[src/rtl/bcam_pkg.sv]
`timescale 1ns / 1ps

package bcam_pkg;

  localparam int NUM_CELLS   = 4;
  localparam int NUM_SLOTS   = 6;
  localparam int AVG_SHIFT   = 5;
  localparam int SAMPLE_BITS = 10;

  localparam int SLOT_BITS   = 3;
  localparam int CELL_BITS   = SAMPLE_BITS + 1;
  localparam int IDX_BITS    = 2;
  localparam int CIDX_BITS   = (NUM_CELLS > 1) ? $clog2(NUM_CELLS) : 1;
  localparam int SUM_BITS    = SAMPLE_BITS + AVG_SHIFT;

  localparam int S_TDATA_BITS = ((SAMPLE_BITS + 7) / 8) * 8;
  localparam int S_TUSER_BITS = SLOT_BITS;
  localparam int M_FIELD_BITS = SAMPLE_BITS + CELL_BITS + 2 * IDX_BITS;
  localparam int M_TDATA_BITS = ((M_FIELD_BITS + 7) / 8) * 8;

  typedef logic [SAMPLE_BITS-1:0]       sample_t;
  typedef logic [AVG_SHIFT-1:0]         resid_t;
  typedef logic signed [CELL_BITS-1:0]  cell_t;
  typedef logic [IDX_BITS-1:0]          idx_t;

  typedef struct packed {
    idx_t    max_cell;
    idx_t    min_cell;
    cell_t   cell_voltage;
    sample_t slot_value;
  } result_t;

endpackage

[src/rtl/battery_cell_average_monitor_top.sv]
`timescale 1ns / 1ps

// Smooths stacked cell tap samples with a 1/32 exponential average that
// carries its dropped bits, derives each cell voltage as the difference to
// the tap below, and tracks the lowest and highest cell of the current scan
// (restarted by slot 0). Slots 4 and 5 pass the raw sample through, and any
// higher slot changes nothing and returns a zero value and cell voltage with
// the current lowest and highest cell. One word is accepted every cycle unless
// the input register is full and the output register is stalled; each word
// moves from the input register through the averaging update into the output register,
// which holds it until it is taken.

module battery_cell_average_monitor_top (
  input  logic                              clk_i,
  input  logic                              rst_ni,
  input  logic                              s_axis_tvalid,
  output logic                              s_axis_tready,
  // sample
  input  logic [bcam_pkg::S_TDATA_BITS-1:0] s_axis_tdata,
  // slot
  input  logic [bcam_pkg::S_TUSER_BITS-1:0] s_axis_tuser,
  output logic                              m_axis_tvalid,
  input  logic                              m_axis_tready,
  // slot_value, cell_voltage, min_cell, max_cell
  output logic [bcam_pkg::M_TDATA_BITS-1:0] m_axis_tdata
);

  logic                            in_valid_q, in_valid_d;
  logic [bcam_pkg::SLOT_BITS-1:0]  in_slot_q;
  bcam_pkg::sample_t               in_sample_q;
  logic                            out_valid_q, out_valid_d;
  bcam_pkg::result_t               out_res_q;
  bcam_pkg::result_t               core_res;
  logic                            s_accept;
  logic                            out_free;
  logic                            advance;

  assign out_free      = !out_valid_q || m_axis_tready;
  assign advance       = in_valid_q && out_free;
  assign s_axis_tready = !in_valid_q || out_free;
  assign s_accept      = s_axis_tvalid && s_axis_tready;

  assign in_valid_d  = s_accept ? 1'b1 : (advance ? 1'b0 : in_valid_q);
  assign out_valid_d = advance ? 1'b1 : (m_axis_tready ? 1'b0 : out_valid_q);

  bcam_core u_core (
    .clk_i    (clk_i),
    .rst_ni   (rst_ni),
    .en_i     (advance),
    .slot_i   (in_slot_q),
    .sample_i (in_sample_q),
    .result_o (core_res)
  );

  always_ff @(posedge clk_i or negedge rst_ni) begin
    if (!rst_ni) begin
      in_valid_q  <= 1'b0;
      out_valid_q <= 1'b0;
    end else begin
      in_valid_q  <= in_valid_d;
      out_valid_q <= out_valid_d;
    end
  end

  always_ff @(posedge clk_i) begin
    if (s_accept) begin
      in_slot_q   <= s_axis_tuser;
      in_sample_q <= s_axis_tdata[bcam_pkg::SAMPLE_BITS-1:0];
    end
    if (advance) begin
      out_res_q <= core_res;
    end
  end

  assign m_axis_tvalid = out_valid_q;
  assign m_axis_tdata  = bcam_pkg::M_TDATA_BITS'(out_res_q);

endmodule

[src/rtl/bcam_core.sv]
`timescale 1ns / 1ps

module bcam_core (
  input  logic                          clk_i,
  input  logic                          rst_ni,
  input  logic                          en_i,
  input  logic [bcam_pkg::SLOT_BITS-1:0] slot_i,
  input  bcam_pkg::sample_t             sample_i,
  output bcam_pkg::result_t             result_o
);

  bcam_pkg::sample_t avg_q   [bcam_pkg::NUM_SLOTS];
  bcam_pkg::sample_t avg_d   [bcam_pkg::NUM_SLOTS];
  bcam_pkg::resid_t  resid_q [bcam_pkg::NUM_CELLS];
  bcam_pkg::resid_t  resid_d [bcam_pkg::NUM_CELLS];
  bcam_pkg::cell_t   cell_q  [bcam_pkg::NUM_CELLS];
  bcam_pkg::cell_t   cell_d  [bcam_pkg::NUM_CELLS];
  bcam_pkg::idx_t    lo_q, lo_d, hi_q, hi_d;

  logic                                is_cell;
  logic                                in_range;
  logic [bcam_pkg::CIDX_BITS-1:0]      cidx;
  logic [bcam_pkg::CIDX_BITS-1:0]      lo_cidx, hi_cidx;
  bcam_pkg::sample_t                   old_avg;
  bcam_pkg::sample_t                   below_avg;
  bcam_pkg::resid_t                    old_resid;
  logic [bcam_pkg::SUM_BITS-1:0]       sum;
  bcam_pkg::sample_t                   new_avg;
  bcam_pkg::cell_t                     cell_volt;
  bcam_pkg::cell_t                     lo_val, hi_val;
  bcam_pkg::sample_t                   value;

  assign is_cell  = 32'(slot_i) < bcam_pkg::NUM_CELLS;
  assign in_range = 32'(slot_i) < bcam_pkg::NUM_SLOTS;
  assign cidx     = bcam_pkg::CIDX_BITS'(slot_i);
  assign lo_cidx  = bcam_pkg::CIDX_BITS'(lo_q);
  assign hi_cidx  = bcam_pkg::CIDX_BITS'(hi_q);

  always_comb begin
    old_avg   = '0;
    below_avg = '0;
    for (int i = 0; i < bcam_pkg::NUM_CELLS; i++) begin
      if (cidx == bcam_pkg::CIDX_BITS'(i)) begin
        old_avg = avg_q[i];
      end
      if (i > 0 && cidx == bcam_pkg::CIDX_BITS'(i)) begin
        below_avg = avg_q[(i > 0) ? i - 1 : 0];
      end
    end
    old_resid = resid_q[cidx];
  end

  // Old weight is 2^AVG_SHIFT - 1, so 31*old is (old << 5) - old.
  assign sum = ({old_avg, bcam_pkg::AVG_SHIFT'(0)} - bcam_pkg::SUM_BITS'(old_avg))
             + bcam_pkg::SUM_BITS'(sample_i) + bcam_pkg::SUM_BITS'(old_resid);
  assign new_avg = sum[bcam_pkg::SUM_BITS-1:bcam_pkg::AVG_SHIFT];

  assign cell_volt = $signed({1'b0, new_avg}) - $signed({1'b0, below_avg});

  // The new cell voltage is forwarded into the compare, so an index that
  // points at this slot sees the new value.
  assign lo_val = (lo_cidx == cidx) ? cell_volt : cell_q[lo_cidx];
  assign hi_val = (hi_cidx == cidx) ? cell_volt : cell_q[hi_cidx];

  always_comb begin
    for (int i = 0; i < bcam_pkg::NUM_SLOTS; i++) begin
      avg_d[i] = avg_q[i];
    end
    for (int i = 0; i < bcam_pkg::NUM_CELLS; i++) begin
      resid_d[i] = resid_q[i];
      cell_d[i]  = cell_q[i];
    end
    lo_d  = lo_q;
    hi_d  = hi_q;
    value = '0;
    if (is_cell) begin
      avg_d[slot_i]  = new_avg;
      resid_d[cidx]  = sum[bcam_pkg::AVG_SHIFT-1:0];
      cell_d[cidx]   = cell_volt;
      value          = new_avg;
      if (slot_i == '0) begin
        lo_d = '0;
        hi_d = '0;
      end else begin
        if (cell_volt < lo_val) begin
          lo_d = bcam_pkg::IDX_BITS'(slot_i);
        end
        if (cell_volt > hi_val) begin
          hi_d = bcam_pkg::IDX_BITS'(slot_i);
        end
      end
    end else if (in_range) begin
      avg_d[slot_i] = sample_i;
      value         = sample_i;
    end
  end

  always_comb begin
    result_o.slot_value   = value;
    result_o.cell_voltage = is_cell ? cell_volt : '0;
    result_o.min_cell     = lo_d;
    result_o.max_cell     = hi_d;
  end

  always_ff @(posedge clk_i or negedge rst_ni) begin
    if (!rst_ni) begin
      for (int i = 0; i < bcam_pkg::NUM_SLOTS; i++) begin
        avg_q[i] <= '0;
      end
      for (int i = 0; i < bcam_pkg::NUM_CELLS; i++) begin
        resid_q[i] <= '0;
        cell_q[i]  <= '0;
      end
      lo_q <= '0;
      hi_q <= '0;
    end else if (en_i) begin
      avg_q   <= avg_d;
      resid_q <= resid_d;
      cell_q  <= cell_d;
      lo_q    <= lo_d;
      hi_q    <= hi_d;
    end
  end

endmodule

[config.mk]
export PLATFORM = sky130hd
export DESIGN_NAME = battery_cell_average_monitor_top
export DESIGN_NICKNAME = d
export VERILOG_FILES = /design/src/rtl/bcam_pkg.sv /design/src/rtl/battery_cell_average_monitor_top.sv /design/src/rtl/bcam_core.sv
export SDC_FILE = /design/constraint.sdc
export NUM_CORES = 1
export LEC_CHECK = 0
export BUFFER_PORTS_ARGS = -buffer_cell sky130_fd_sc_hd__buf_2
export CAP_MARGIN = 5
export CORE_UTILIZATION = 30
export CTS_CLUSTER_SIZE = 14
export DETAILED_ROUTE_END_ITERATION = 8
export GPL_TIMING_DRIVEN = 0
export PLACE_DENSITY_LB_ADDON = 0.25
export SLEW_MARGIN = 25
export SYNTH_ARGS = -nofsm -noshare
export SYNTH_HDL_FRONTEND = slang
export SYNTH_HIERARCHICAL = 1
export SYNTH_SLANG_ARGS = --single-unit
[constraint.sdc]
create_clock -name clk_i -period 8.1 [get_ports clk_i]
set_clock_uncertainty 0.05 [all_clocks]
set_input_delay 0.405 -clock clk_i [delete_from_list [all_inputs] [get_ports clk_i]]
set_output_delay 0.405 -clock clk_i [all_outputs]
set_load 0.1 [all_outputs]
==> impl_metrics.toml <==
[outcome]
outcome = "finished, final reports clean"

[sta]
period_minus_slack_ns = 7.71
max_freq_ghz = 0.130
maxSlewHeadroom_pct = 34.3
drv_slew = 0
worstMarginPinSlew_ns = 0.986
finalCritPeriodShare_pct = 95.2
hold_viol = 0
tns_ns = 0
fin_ws_ns = 0.386
setup_viol = 0

[routing]
wirelength_um = 25500
vias = 6909
drc = 0
wl_per_cell_um = 19.0
vias_per_cell = 5.15
drt-pass1-iter-count = 5
antenna_left = 0
drtIter0Drc = 462

[global_route]
grt.met3_usage_pct = 2.91
gr-total-overflow = 0
met1_usage_pct = 23.4
grt_pass1_vias = 6805
grt_max_degree = 59
track_usage_pct = 17.3
grt_use_met2_pct = 27.5
top_usage_layer = "met2"
grt_pass1_wl_um = 39400
grt_antenna_before_repair = 0

[floorplan]
die_h_um = 174
core_area_mm2 = 0.0289
fp-row-count = 62
ioPinCount = 57
start_util_pct = 30.8
die_area_mm2 = 0.0304
die_w_um = 174

[placed_design]
port_buffers = 43
gp_congestion = 0.802
dp_hpwl_um = 18000
place_ws_ns = -1.85

[critical_path]
worst-setup-path-type = "reg2reg"
start_kind = "flop"
worst-path-max-fanout = 19
required_ns = 8.32
critPathArrivalTime_ns = 7.93
end_kind = "flop"

[yosys]
synthSimpleGateAreaFrac_pct = 12.4
ys_seq_area_share_pct = 43.7
synth_compound_area_share_pct = 15.5
postSynthCellCount = 872
synth_fa_ha_area_share_pct = 8.49
netlist_area_mm2 = 0.00890
avgSynthCellArea_um2 = 10.2
synth.distinct_cells = 68
ys.warnings.count = 6
synth.area.mux_share_pct = 11.9
synth_top_family_by_area = "compound AO/OA/AOI/OAI gates"
synth_flop_cell = "dfrtp_1"
synth_seq_cells = 148
async_reset_ff_share_pct = 74.3
synth_edf_count = 38
synthXorXnorAreaFrac_pct = 2.71

[cells_and_area]
final_core_util_pct = 36.2
fin_nets = 1021
antennaDiodeCount = 0
drive_gt1_share_pct = 19.6
area_growth_syn_to_layout_pct = 17.6

[clocking]
clk_latency_ns = 0.43
clock_path_buffers = 2
clk_pin_slew_ns = 0.07
numCtsBuffers = 17
htree_levels = 4
cts.sinks = 148
cts_tree = "built"
ctsRootBufferMaster = "clkbuf_16"

[flow_run]
max_cap_viol_count = 0

[min_path]
hold_path_class = "in2reg"
[registers in the layout, summed over array words and instances, names as in the netlist]
name and flops:
m_axis_tvalid 1, m_axis_tdata 25, in_valid_q 1, u_core/resid_q 20, in_slot_q 3, u_core/lo_cidx 2
u_core/cell_q 44, u_core/hi_cidx 2, u_core/avg_q 40, in_sample_q 10
[placed cells by master, fill, tap and decap left out, types with 38 or more instances in the layout]
cell / n
a21oi_1: 40
buf_2: 43
clkbuf_1: 40
dfrtp_1: 110
edfxtp_1: 38
ha_1: 42
inv_1: 53
nand2_1: 125
nor2_1: 46
o21ai_0: 118
[metrics by stage]
step | hold slack (ns) | instance area (µm²) | cells
2_1_floorplan | 0.0594 | 8930 | 878
3_3_place_gp | 0.407 | 9620 | 1305
3_5_place_dp | 0.353 | 9660 | 1306
4_1_cts | 0.0749 | 10400 | 1341
5_1_grt | 0.0726 | 10500 | 1342
6_report | 0.0914 | 10500 | 1342
[repair_timing]
item,CTS,global route
hold buffers,1,0
pin swaps,2,3
setup endpoints to repair,17,8
hold endpoints to repair,52,0
gates resized for setup,22,24
setup buffers,3,2
[logic make-up (layout without fill, tap and decap cells)]
logic type,count (synthesis),count (layout)
fa+ha+maj,54,54
flops,148,148
other cells,1,7
mux,58,58
compound gates,231,231
buf+inv,113,193
simple gates,241,241
xor+xnor,26,26
[worst max-delay path, stage by stage, from the launching register on]
cell and delay, ns:
edfxtp_1 0.35, buf_6 0.22, buf_6 0.23, mux4_2 0.52, inv_1 0.19, fa_1 0.49, fa_1 0.51, a211oi_1 0.24
o21bai_1 0.19, o2111ai_2 0.30, nand2_1 0.17, maj3_1 0.37, a21oi_1 0.14, o21bai_1 0.07, a21oi_1 0.27, xnor2_2 0.24
inv_1 0.09, ha_1 0.42, or4_4 0.56, nand2_2 0.20, inv_1 0.07, ha_1 0.20, or4b_2 0.66, nor3_1 0.24
a211oi_2 0.16, nor2_2 0.17, a2bb2oi_2 0.20
[final cells by class]
class / count / area, µm²
clock buffers: 17 / 425
inverters: 54 / 208
fillers: 2900 / 18500
plain buffers: 57 / 288
repair buffers: 50 / 297
clock inverters: 15 / 159
well taps: 384 / 480
multi-input cells: 617 / 4720
flip-flops and latches: 148 / 3890
[metal layers]
| layer | share of wire [%] | vias up | routed length, µm |
|---|---|---|---|
| met2 | 48 | 169 | 12100 |
| met3 | 4.1 | 36 | 1040 |
| li1 | - | 3232 | - |
| met4 | 3.0 | 0 | 774 |
| met1 | 45 | 3472 | 11600 |
| met5 | 0 | - | 0 |
[final timing paths]
kind                                   start                 to  slack, ns  cells past startpoint
setup / recovery                in_slot_q[0]   m_axis_tdata[22]       0.39                     26
hold / removal               s_axis_tdata[2]     in_sample_q[2]       0.09                      1
min in group asynchronous             rst_ni   u_core/avg_q[45]       0.45                      2
max in group asynchronous             rst_ni  u_core/cell_q[16]       6.87                      3
hold reg to reg            u_core/resid_q[7]  u_core/resid_q[7]       0.43                      2
setup reg to reg                in_slot_q[0]   m_axis_tdata[22]       0.39                     26
[cells in the mapped netlist, types with 3 or more instances]
| cell | instances | area, µm² |
|---|---|---|
| edfxtp_1 | 38 | 1140 |
| a21oi_1 | 43 | 215 |
| mux2_2 | 20 | 225 |
| buf_1 | 5 | 18.8 |
| xnor2_1 | 16 | 140 |
| nand2b_1 | 9 | 56.3 |
| a2bb2oi_1 | 7 | 61.3 |
| clkbuf_1 | 44 | 165 |
| fa_1 | 11 | 220 |
| o22ai_1 | 4 | 25.0 |
| nand2_1 | 125 | 469 |
| nand3_1 | 3 | 15.0 |
| a22oi_1 | 9 | 67.6 |
| o21a_1 | 7 | 52.6 |
| and2_1 | 5 | 31.3 |
| and3_1 | 4 | 25.0 |
| nor3_1 | 8 | 40.0 |
| inv_1 | 53 | 199 |
| xor2_1 | 9 | 78.8 |
| nor2_1 | 47 | 176 |
| o211ai_1 | 4 | 30.0 |
| or3_1 | 6 | 37.5 |
| nand3b_1 | 6 | 45.0 |
| dfrtp_1 | 110 | 2750 |
| or2_2 | 3 | 18.8 |
| o31ai_1 | 4 | 30.0 |
| a21o_1 | 7 | 52.6 |
| a211o_1 | 3 | 26.3 |
| a211oi_1 | 5 | 37.5 |
| buf_4 | 7 | 52.6 |
| o21ai_0 | 119 | 596 |
| ha_1 | 42 | 526 |
| nor2b_1 | 12 | 75.1 |
| mux4_2 | 36 | 811 |
Power is not shown: default switching activity piles up to over one toggle a cycle in this logic, so the estimate is an artifact.
